<file path="src/rtl/trdt_pkg.sv">
// ---------------------------------------------------------------------------
// Triangle raster depth test package
// Shared constants, register indexes and the divider status type.
// ---------------------------------------------------------------------------
`timescale 1ns / 1ps

package trdt_pkg;

    localparam int DEF_MAX_WIDTH  = 64;
    localparam int DEF_MAX_HEIGHT = 64;

    localparam int CFG_IDX_W  = 2;
    localparam int CFG_DATA_W = 7;

    localparam logic [CFG_IDX_W-1:0] CFG_REG_SCREEN_WIDTH  = 2'd0;
    localparam logic [CFG_IDX_W-1:0] CFG_REG_SCREEN_HEIGHT = 2'd1;

    localparam logic [CFG_DATA_W-1:0] SCREEN_RESET = 7'd64;

    localparam logic CMD_LOAD = 1'b0;
    localparam logic CMD_STEP = 1'b1;

    localparam int DIV_DVD_W = 64;
    localparam int DIV_DVS_W = 48;

    localparam logic signed [15:0] DEPTH_FAR = 16'sd32767;

    typedef struct packed {
        logic busy;
        logic done;
    } t_div_stat;

endpackage

</file>
<file path="src/rtl/trdt_div.sv">
// ---------------------------------------------------------------------------
// Shared restoring divider
// Unsigned divide, one quotient bit per cycle, with a one-cycle done pulse.
// ---------------------------------------------------------------------------
`timescale 1ns / 1ps

module trdt_div (
    input  logic                                i_clk,
    input  logic                                i_rst_n,
    input  logic                                i_start,
    input  logic [trdt_pkg::DIV_DVD_W-1:0]      i_dividend,
    input  logic [trdt_pkg::DIV_DVS_W-1:0]      i_divisor,
    output trdt_pkg::t_div_stat                 o_stat,
    output logic [trdt_pkg::DIV_DVD_W-1:0]      o_quot
);
    import trdt_pkg::*;

    localparam int CNT_W = $clog2(DIV_DVD_W + 1);

    logic [DIV_DVS_W:0]   r_rem;
    logic [DIV_DVD_W-1:0] r_quo;
    logic [DIV_DVS_W-1:0] r_dvs;
    logic [CNT_W-1:0]     r_cnt;
    logic                 r_busy;
    logic                 r_done;

    logic [DIV_DVS_W:0]   trial;
    logic                 fits;

    assign trial = {r_rem[DIV_DVS_W-1:0], r_quo[DIV_DVD_W-1]};
    assign fits  = trial >= {1'b0, r_dvs};

    always_ff @(posedge i_clk) begin
        if (!i_rst_n) begin
            r_busy <= 1'b0;
            r_done <= 1'b0;
            r_cnt  <= '0;
        end else begin
            r_done <= 1'b0;
            if (i_start) begin
                r_busy <= 1'b1;
                r_cnt  <= CNT_W'(DIV_DVD_W);
                r_rem  <= '0;
                r_quo  <= i_dividend;
                r_dvs  <= i_divisor;
            end else if (r_busy) begin
                r_rem <= fits ? (trial - {1'b0, r_dvs}) : trial;
                r_quo <= {r_quo[DIV_DVD_W-2:0], fits};
                r_cnt <= r_cnt - 1'b1;
                if (r_cnt == CNT_W'(1)) begin
                    r_busy <= 1'b0;
                    r_done <= 1'b1;
                end
            end
        end
    end

    assign o_stat.busy = r_busy;
    assign o_stat.done = r_done;
    assign o_quot      = r_quo;

endmodule

</file>
<file path="config.mk">
export PLATFORM = sky130hd
export DESIGN_NAME = trdt_div
export DESIGN_NICKNAME = d
export VERILOG_FILES = /design/src/rtl/trdt_pkg.sv /design/src/rtl/trdt_div.sv
export SDC_FILE = /design/constraint.sdc
export NUM_CORES = 1
export LEC_CHECK = 0
export BUFFER_PORTS_ARGS = -buffer_cell sky130_fd_sc_hd__buf_2
export CORE_ASPECT_RATIO = 1.75
export CORE_MARGIN = 2
export CORE_UTILIZATION = 55
export DETAILED_ROUTE_END_ITERATION = 8
export PLACE_DENSITY_LB_ADDON = 0.1
export SYNTH_ARGS = -nofsm -noshare
export SYNTH_HDL_FRONTEND = slang
export SYNTH_SLANG_ARGS = --single-unit
</file>
<file path="constraint.sdc">
create_clock -name i_clk -period 5.45 [get_ports i_clk]
set_clock_uncertainty 0.2 [all_clocks]
set_input_delay 0.2725 -clock i_clk [delete_from_list [all_inputs] [get_ports i_clk]]
set_output_delay 0.2725 -clock i_clk [all_outputs]
set_load 0.02 [all_outputs]
</file>
# After elaboration in Yosys (flattened, before gate mapping)

Index checks and enable logic that the tools add are counted.
Widths: inputs -> output; s select.

Output and inout port bits: 66
Input bits: 115
Register bits after elaboration: 169

Bitwise gates (word level): 2
Add/subtract/negate cells: 2
Equality and inequality tests: 1
Muxes and demuxes: 10
Magnitude comparators: 1
Reductions and logical operators: 5

Operator list:

| cell                | number |
|---|---|
| $mux 64             | 2 |
| $mux 48             | 2 |
| $ge 49x48->1        | 1 |
| $sub 48x48->48      | 1 |
| $mux 7              | 2 |
| $eq 7x1->1 const B  | 1 |
| $sub 7x1->7 const B | 1 |
| $mux 1              | 4 |
| $reduce_and 2->1    | 2 |
| $reduce_or 3->1     | 1 |
| $not 1->1           | 2 |
| $reduce_bool 2->1   | 1 |
| $reduce_or 2->1     | 1 |

# Longest topological paths before layout

Gate-level depths: netlist (run 1).

Depth after elaboration: 4
Gate-level depth with buffers: 15
Depth with buffers taken out: 13

# Worst setup path before layout (run 1)

OpenSTA, ideal clock, no wires.

Path type: input -> register
Start point: input i_start
End point: register r_busy
Data required time: 5.181 ns
Cell stages on the path: 4
Setup slack: 1.395 ns
Buffers on the path: 2
Data arrival time: 3.786 ns
Path through: clkbuf_1 > clkbuf_1 > o21a_1 > o41a_1

Cells in the longest elaborated chain, start to end: 1

Ends and longest elaborated chain:

| what                 | line           | RTL |
|---|---|---|
| start, declared      | trdt_div.sv:10 | `input logic i_start,` |
| $mux 1               | trdt_div.sv:40 | `if (i_start) begin` |
| end signal, assigned | trdt_div.sv:35 | `r_busy <= 1'b0;` |
| end signal, assigned | trdt_div.sv:41 | `r_busy <= 1'b1;` |
| end signal, assigned | trdt_div.sv:51 | `r_busy <= 1'b0;` |
| end, declared        | trdt_div.sv:24 | `logic r_busy;` |

Every way passes these cells.
A chain may end at the register's enable or synchronous reset.

# Final worst setup path (run 1)

Start point: register r_rem[27]
End point: register r_rem[43] (data pin)

Cells in the longest elaborated chain, start to end: 3
Elaborated cells between the ends (all ways): 4
Classes of those cells: 1 x add/sub; 1 x order compare; 2 x mux

Ends and longest elaborated chain:

| what                                                  | line                           | RTL |
|---|---|---|
| start, declared                                       | trdt_div.sv:20                 | `logic [DIV_DVS_W:0] r_rem;` |
| start signal, assigned                                | trdt_div.sv:47                 | `r_rem <= fits ? (trial - {1'b0, r_dvs}) : trial;` |
| $sub 48x48->48 / $ge 49x48->1 (equally long branches) | trdt_div.sv:47, trdt_div.sv:31 |  |
| $mux 48 (*)                                           | trdt_div.sv:47                 |  |
| $mux 48 (*)                                           | trdt_div.sv:46                 | `end else if (r_busy) begin` |

Mark *: on every way between the ends. The rest lies on a longest branch, timed or not. The select of a mux whose other input is x is not followed.

==> out/qor.yml, run 1 <==
critPathCaptureType: "flop"
drc: 0
place_hpwl_um: 16500
crit_family: "compound AO/OA/AOI/OAI gates"
use_met2: 0.492
layout.cells.non_filler: 1392
slew_headroom: 0.285
synth_area_mm2: 0.00968
grt_pass1_vias: 7957
p_leak_uw: 0.00513
fmaxAchievable_mhz: 243
cts_root_buf: "clkbuf_16"
required_ns: 5.45
layout-drive-gt1-share: 0.252
dp.cells: 1248
dieArea_mm2: 0.0187
cts_buffer_depth: 2
synth_cell_types: 62
hold_buffers: 112
hold_path_class: "primary input to flop"
die_y_um: 180
antenna_found_initial: 0
cts_tree: "built"
setup_violations: 0
maxCapViolations: 0
met1_usage: 0.284
portBuffers: 180
ys_ff_latch: 169
synth-seq-area-share: 0.515
drt-total-wl_um: 24500
drt_iter0_drc: 395
grt_use_met3: 0.0613
power_density_mw_per_mm2: 313
synthTopCellsByArea: "edfxtp_1 50%, mux2_2 7.3%, ha_1 6.5%"
initial_utilization: 0.557
grt.total_usage: 0.263
crit_top_cell: "a311o_1"
die_w_um: 104
yosys_most_used_dff: "edfxtp_1"
gp_congestion: 0.893
status: "finished clean"
ir_drop_v: 0.000292
worstSetupPathType: "flop to flop"
avgSynthCellArea_um2: 11.0
grt-ovfl-total: 0
path_clk_slew_ns: 0.07
r2r_setup_slack_ns: 1.34
fillers: 1274
grt_max_degree: 72
worstMarginPinSlew_ns: 1.07
dr.pass1.iters: 5
num_io_pins: 181
placementRows: 64
cpPeakStageDelay_ns: 0.52
syn_inst: 881
synth_top_area_frac: 0.496
via_per_inst: 5.53
synth_largest_area_cell: "edfxtp_1"
hold_violations: 0
cp-start-kind: "flop"
async_flop_share: 0
grt_pass1_wl_um: 39200
cts_setup_buffers: 0
top_usage_layer: "met2"
layout.nets: 1314
wire_per_inst_um: 17.6
cts.sinks: 169
num_vias: 7703
setup_tns_ns: 0
insertion_delay_ns: 0.45
fin_crit_ns: 4.11
core_area_mm2: 0.0174
final.period_utilization: 0.754
crit_chain: "ha_1 > a21o_1 > o21bai_1 > a311o_1 > a21oi_1 > and3_4 > o2bb2ai_2 > o21a_2 > buf_4 > nor4_1 > a311o_1"
crit_arrival_ns: 4.11
cts_made_buffers: 17
ant_nets: 0
htree_levels: 4
rsz0062_at_grt: "false"
worstPathMaxFanout: 44
syn2layout_area_growth_pct: 27.8
cp_slowest_cell: "o21a_2"
maxSlewViolCount: 0
critPathBufInv: 1
synthesis.nets: 1047
synth_warnings: 0
synth_edf_count: 160
diodes: 0
post_cts_resized: 0
-- layout by cell type (no fill, tap or decap), drive strengths merged, types with 4 or more instances in the layout --
cell         Yosys  routed
a211oi           6       6
a21o            17      17
clkinv           1       5
clkbuf          25      17
o21a             7       7
o211ai           7       7
nor2           104     104
mux2            63      63
nand3           16      16
a21oi           78      78
o21ai           34      34
nor3            12      12
nor4             7       7
xnor2           23      23
nor2b            9       9
dfxtp            9       9
nand4           16      16
dlygate4sd3      0     112
a31oi           12      12
xor2            23      23
edfxtp         160     160
nand2           40      40
nand3b           8       8
nand2b           7       7
clkinvlp         0       4
ha              50      50
mux2i           12      12
o21bai           6       6
and3             4       4
inv             63      68
buf             25     186
-- per-stage QoR --
step | area, µm² | total power (µW) | worst slack, ns | utilization | hold slack, ns
6_report | 12400 | 3870 | 1.34 | 0.712 | 0.0754
5_1_grt | 12400 | 4050 | 1.11 | 0.712 | 0.0732
4_1_cts | 12400 | 3870 | 1.34 | 0.712 | 0.0302
3_5_place_dp | 10700 | 2590 | 1.37 | 0.613 | 0.251
3_3_place_gp | 10700 | 2570 | 1.44 | 0.613 | 0.249
2_1_floorplan | 9680 | 2360 | 1.39 | - | 0.171
-- area by class of cell --
type                    count  area, µm²  share of cell area
flip-flops and latches    169       4980               0.403
multi-input cells         598       4190               0.339
repair buffers            298       2070               0.167
clock buffers              17        425              0.0344
well taps                 231        289              0.0234
inverters                  64        245              0.0198
clock inverters            15        166              0.0134
-- power by group --
part           switching [µW]  total, µW  internal (µW)
logic                     588       1030            437
registers                53.2       1610           1560
clock network             552       1240            684
total                    1190       3870           2680
-- per-layer routing --
metal	up-vias	share of wire
met3	51	0.052
met1	3659	0.38
met4	0	0.026
met5	-	0
met2	247	0.54
li1	3746	-
-- final timing paths --
kind	depth (start not counted)	start	endpoint
max reg2reg	11	r_rem[27]	r_rem[43]
min reg2reg	1	r_cnt[6]	r_done
min	3	i_dividend[0]	o_quot[0]
max	11	r_rem[27]	r_rem[43]
-- worst reg2reg max path, delay by kind of cell, from the launching register on --
| family | cells | cell delay (ns) |
|---|---|---|
| AND/OR/NAND/NOR | 2 | 0.36 |
| buffers and inverters | 1 | 0.51 |
| adder cells (fa/ha/maj) | 1 | 0.40 |
| flip-flops | 1 | 0.42 |
| AO/OA/AOI/OAI | 7 | 1.98 |
-- cells by family (layout without fill, tap and decap cells) --
logic type	Yosys count	in the layout	synth area share
buffers and inverters	114	394	0.0530
DFF	169	169	0.515
muxes	75	75	0.0857
xor gates and xnor gates	46	46	0.0416
and+or+nand+nor	236	236	0.115
adders and majority gates	51	51	0.0667
AOI/OAI and AO/OA	190	190	0.124
-- synth_stat cells (all sizes together), types with 2 or more instances --
| cell | instances |
|---|---|
| o211ai | 7 |
| xnor2 | 23 |
| nand4b | 2 |
| a311o | 2 |
| edfxtp | 160 |
| nand2 | 40 |
| nor3 | 12 |
| nand2b | 7 |
| a21oi | 78 |
| o2111ai | 2 |
| clkbuf | 25 |
| o2bb2ai | 2 |
| buf | 25 |
| or2 | 2 |
| nor4b | 2 |
| a211oi | 6 |
| or3 | 3 |
| nand4 | 16 |
| xor2 | 23 |
| nor2 | 104 |
| dfxtp | 9 |
| mux2 | 63 |
| inv | 63 |
| nand3b | 8 |
| a2111oi | 2 |
| nor2b | 9 |
| a31o | 2 |
| nand3 | 16 |
| o21a | 7 |
| a21o | 17 |
| o21ai | 34 |
| and2 | 3 |
| a31oi | 12 |
| and3 | 4 |
| nor4 | 7 |
| a221o | 2 |
| o31ai | 3 |
| o21bai | 6 |
| ha | 50 |
| mux2i | 12 |
-- sequential cells by signal (all words and copies together), names as in the netlist --
| register | flops |
|---|---|
| o_quot | 64 |
| r_busy | 1 |
| r_dvs | 48 |
| r_cnt | 7 |
| r_done | 1 |
| r_rem | 48 |
Power figures use the tool's default switching activity.
==> run 2, diff against run 1 <==
Settings changed: CORE_UTILIZATION 55 to 51.
Clock period 5.45 ns to 3.5 ns, I/O delays scaled along.
==> out/qor.yml, run 2 (synthesized netlist as in run 1, its figures left out) <==
status: "finished clean"
largest_reg_flops: 64  # unchanged
dieArea_mm2: 0.0201  # +7.6%
required_ns: 3.49  # -1.96 ns
drt-total-wl_um: 24700  # +0.83%
final.period_utilization: 0.972  # +0.219
insertion_delay_ns: 0.44  # about the same
regToRegStartpoint: "r_rem[27]"
worstSetupPathType: "flop to flop"
drt_iter0_drc: 384  # -2.8%
grt.total_usage: 0.252  # -0.0113
cts.sinks: 169  # unchanged
worstPathMaxFanout: 11  # -75%
cts_root_buf: "clkbuf_16"
wl_met2_um: 13700  # +4.1%
p_leak_uw: 0.00537  # +4.8%
dr.pass1.iters: 5  # unchanged
hold_depth: 2  # -1
grt_pass1_wl_um: 39600  # +1.1%
crit_arrival_ns: 3.39  # -0.72 ns
portBuffers: 180  # unchanged
core_area_mm2: 0.0186  # +6.9%
cp-start-kind: "flop"
gp_congestion: 0.904  # +1.2%
syn2layout_area_growth_pct: 33.1
grt-ovfl-total: 0  # unchanged
num_vias: 7886  # +2.4%
antenna_found_initial: 0  # unchanged
cts_made_buffers: 17  # unchanged
initial_utilization: 0.521  # -0.0361
num_io_pins: 181  # unchanged
setup_violations: 0  # unchanged
critPathCaptureType: "flop"
cts_setup_buffers: 0  # unchanged
routed.top_layer: "met4"
placementRows: 66  # +3.1%
slew_headroom: 0.571  # +0.287
htree_levels: 4  # unchanged
fin_area_mm2: 0.0129  # +4.1%
worstMarginPinSlew_ns: 0.643  # -0.430 ns
p_total_uw: 6190  # +60%
fin_ws_ns: 0.0966  # -1.25 ns
power_density_mw_per_mm2: 481  # +54%
layout.nets: 1356  # +3.2%
cts_buffer_depth: 2  # unchanged
min_from: "i_divisor[11]"
timing.rr.end: "r_rem[43]"
layout-drive-gt1-share: 0.289  # +0.0369
path_clk_slew_ns: 0.07  # about the same
reg2regPathDepth: 11  # unchanged
via_per_inst: 5.47  # -1.1%
die_y_um: 186  # +3.8%
dp.cells: 1293  # +3.6%
cts_tree: "built"
rsz0062_at_grt: "true"
place_hpwl_um: 16800  # +2.0%
layout.cells.non_filler: 1441  # +3.5%
ir_drop_v: 0.000367  # +26%
ant_nets: 0  # unchanged
maxSlewViolCount: 0  # unchanged
hold_path_class: "primary input to flop"
grt_max_degree: 103  # +43%
wire_per_inst_um: 17.2  # -2.6%
hold_violations: 0  # unchanged
holdPathEnd: "r_dvs[11]"
met1_length_um: 9170  # -2.9%
maxCapViolations: 0  # unchanged
dr_wl_met3_um: 1150  # -8.6%
drc: 0  # unchanged
final_common_cell: "buf_2"
fmaxAchievable_mhz: 294  # +21%
die_w_um: 108  # +3.7%
r2r_setup_slack_ns: 0.1  # -1.25 ns
diodes: 0  # unchanged
pre_cts_ws_ns: -0.0177  # -1.38 ns
setup_tns_ns: 0  # unchanged
grt_pass1_vias: 8320  # +4.6%
layout_common_cells: "179 x buf_2, 160 x edfxtp_1, 115 x dlygate4sd3_1"
place_area_mm2: 0.0110  # +3.2%
fin_crit_ns: 3.40  # -0.704 ns
-- run 2: cell count changes in the layout (fill, tap and decap cells not counted), sizes merged --
cell	change
clkbuf	+2
dlygate4sd3	+3
buf	+38
inv	+1
clkinvlp	-2
-- run 2: repair_timing --
item	in CTS	in global routing
cloned	0	1
endpoints found under the hold margin	126	0
hold buffers	115	0
endpoints found under the setup margin	9	45
resized for setup	4	19
pin swaps	0	3
-- run 2: critical path: stages (launching register included) --
cell	delay (ns)
edfxtp_1	0.44
ha_4	0.29
a21o_1	0.20
o21bai_1	0.19
a311o_1	0.40
a21oi_2	0.19
and3_4	0.24
o2bb2ai_2	0.15
o21a_4	0.22
clkinv_4	0.15
and4_1	0.22
a311o_1	0.26
-- run 2: layer usage --
metal  vias to the layer above  global-route usage
met5                         -                   0
met1                      3774               0.262
met4                         0              0.0985
li1                       3834                   -
met3                        47              0.0557
met2                       231               0.483
-- run 2: report_power, final --
group	internal, µW	switching (µW)	total (µW)
clock	1090	846	1930
combinational	795	957	1750
sequential	2430	82.6	2510
total	4310	1890	6190
-- run 2: how the worst max path moves through the flow --
stage / slack (ns) / startpoint / cells after the start / to
finish: 0.1 / r_rem[27] / 11 / r_rem[43]
global route: -0.05 / r_rem[11] / 11 / r_rem[43]
CTS: 0.03 / r_rem[19] / 11 / r_rem[43]
detailed placement: -0.02 / r_rem[30] / 10 / r_rem[43]
global placement: 0.002 / r_rem[30] / 10 / r_rem[43]
floorplan: 0.14 / o_quot[63] / 13 / r_rem[46]
-- run 2: cell type report --
cell class,count,area [µm²]
Clock buffer,18,439
Clock inverter,14,160
Fill cell,1448,5700
Timing Repair Buffer,340,2460
Tap cell,238,298
Sequential cell,169,4980
Inverter,64,245
Multi-Input combinational cell,598,4290
-- run 2: metrics by stage --
step,util,hold WS (ns)
final,0.693,0.244
after CTS,0.688,0.225
after global routing,0.693,0.233
after detailed placement,0.592,0.153
after global placement,0.592,0.151
after floorplan,-,0.0739
==> run 3, diff against run 2 <==
Settings changed: CORE_UTILIZATION 51 to 52, CTS_BUF_LIST set to sky130_fd_sc_hd__clkbuf_4 sky130_fd_sc_hd__clkbuf_8, TNS_END_PERCENT set to 10.
==> out/qor.yml, run 3 (synthesized netlist as in run 1, its figures left out) <==
status: "finished clean"
fin_area_mm2: 0.0128  # -0.73%
cts.sinks: 169  # unchanged
portBuffers: 180  # unchanged
worstSetupStartpoint: "r_rem[27]"
dieArea_mm2: 0.0198  # -1.9%
dp.cells: 1298  # +0.39%
worstSetupPathType: "flop to flop"
htree_levels: 4  # unchanged
worstMarginPinSlew_ns: 0.732  # +0.0890 ns
crit_arrival_ns: 3.46  # +0.07 ns
slew_headroom: 0.512  # -0.0593
layout_common_cells: "179 x buf_2, 160 x edfxtp_1, 113 x dlygate4sd3_1"
worstPathMaxFanout: 6  # -5
cts_root_buf: "clkbuf_8"
grt-ovfl-total: 0  # unchanged
syn2layout_area_growth_pct: 32.1
largest_reg_flops: 64  # unchanged
regToRegStartpoint: "r_rem[27]"
antenna_found_initial: 0  # unchanged
fmaxAchievable_mhz: 293  # -0.38%
grt.total_usage: 0.255  # +0.00262
required_ns: 3.54  # +0.05 ns
maxSlewViolCount: 0  # unchanged
rsz0062_at_grt: "true"
finish.utilization: 0.695  # +0.00112
ant_nets: 0  # unchanged
cts_buffer_depth: 2  # unchanged
hold_violations: 0  # unchanged
p_leak_uw: 0.00531  # -1.1%
place_hpwl_um: 16800  # -0.31%
via_per_inst: 5.41  # -1.1%
grt_pass1_wl_um: 39300  # -0.70%
reg2regPathDepth: 11  # unchanged
setup_violations: 0  # unchanged
grt_pass1_vias: 8160  # -1.9%
grt_max_degree: 62  # -40%
fin_crit_ns: 3.42  # +0.0129 ns
drt_iter0_drc: 413  # +7.6%
cts_tree: "built"
layout.cells.non_filler: 1445  # +0.28%
timing.rr.end: "r_rem[43]"
maxCapViolations: 0  # unchanged
placementRows: 66  # unchanged
layout-drive-gt1-share: 0.296  # +0.00650
place_area_mm2: 0.0111  # +0.46%
setup_tns_ns: 0  # unchanged
cts_made_buffers: 17  # unchanged
drt-total-wl_um: 24800  # +0.34%
num_io_pins: 181  # unchanged
wire_per_inst_um: 17.2  # about the same
hold_slack_ns: 0.116  # -0.128 ns
crit_path_end: "r_rem[43]"
core_area_mm2: 0.0184  # -0.89%
dr.pass1.iters: 7  # +2
num_vias: 7817  # -0.87%
final.period_utilization: 0.976  # +0.00369
ir_drop_v: 0.000441  # +20%
layout.nets: 1360  # +0.29%
gp_congestion: 0.914  # +1.2%
die_y_um: 184  # -0.94%
diodes: 0  # unchanged
cp-start-kind: "flop"
hold_path_class: "primary input to flop"
critPathCaptureType: "flop"
r2r_setup_slack_ns: 0.08  # about the same
drc: 0  # unchanged
path_clk_slew_ns: 0.10  # +0.03 ns
insertion_delay_ns: 0.49  # +0.05 ns
initial_utilization: 0.526  # +0.00467
final_common_cell: "buf_2"
die_w_um: 107  # -0.93%
power_density_mw_per_mm2: 456  # -5.1%
==> run 3: cell type report <==
type	instances	area, µm²
inverter	64	245
multi-input combinational	598	4330
fill	1395	5620
clock inverter	11	171
sequential	169	4980
clock buffer	21	264
timing repair buffer	344	2500
tap	238	298
==> run 3: per-stage QoR <==
step           setup slack (ns)  power, µW
2_1_floorplan             0.136       3670
3_3_place_gp             0.0514       4130
3_5_place_dp             0.0176       4150
4_1_cts                  0.0105       5800
5_1_grt                 -0.0333       6130
6_report                 0.0837       5840
==> run 3: worst min path at each step <==
stage / from / end / cells past startpoint
2_1_floorplan: i_divisor[0] / r_dvs[0] / 0
3_3_place_gp: i_divisor[38] / r_dvs[38] / 1
3_5_place_dp: i_divisor[26] / r_dvs[26] / 1
4_1_cts: i_start / r_rem[26] / 2
5_1_grt: i_start / r_rem[20] / 2
6_report: i_start / r_rem[17] / 2
==> run 3: report_power, final <==
group	internal, µW	leakage [µW]	switching (µW)
clock	810	0.000218	742
sequential	2420	0.00160	84.6
combinational	813	0.00349	963
==> run 3: metal layers <==
metal / routed length [µm] / global-route usage / vias up
met5: 0 / 0 / -
met4: 725 / 0.108 / 0
met3: 1070 / 0.0566 / 46
met2: 13600 / 0.486 / 227
met1: 9380 / 0.261 / 3717
li1: - / - / 3827
==> run 3: what timing repair did <==
| action | 4_1_cts | 5_1_grt |
|---|---|---|
| gates resized for setup | 1 | 24 |
| buffers inserted | 0 | 1 |
| endpoints found under the hold margin | 121 | 0 |
| hold buffers | 113 | 0 |
| setup endpoints to repair | 1 | 48 |
| gates cloned | 0 | 1 |
| pin swaps | 0 | 7 |
==> run 3: critical path, stage by stage, from the launching register on <==
cell	delay [ns]
edfxtp_1	0.42
ha_2	0.35
a21o_1	0.21
o21bai_1	0.19
a311o_1	0.37
a21oi_1	0.22
and3_4	0.26
o2bb2ai_4	0.14
o21a_4	0.24
clkinv_4	0.11
and4_1	0.20
a311o_1	0.26
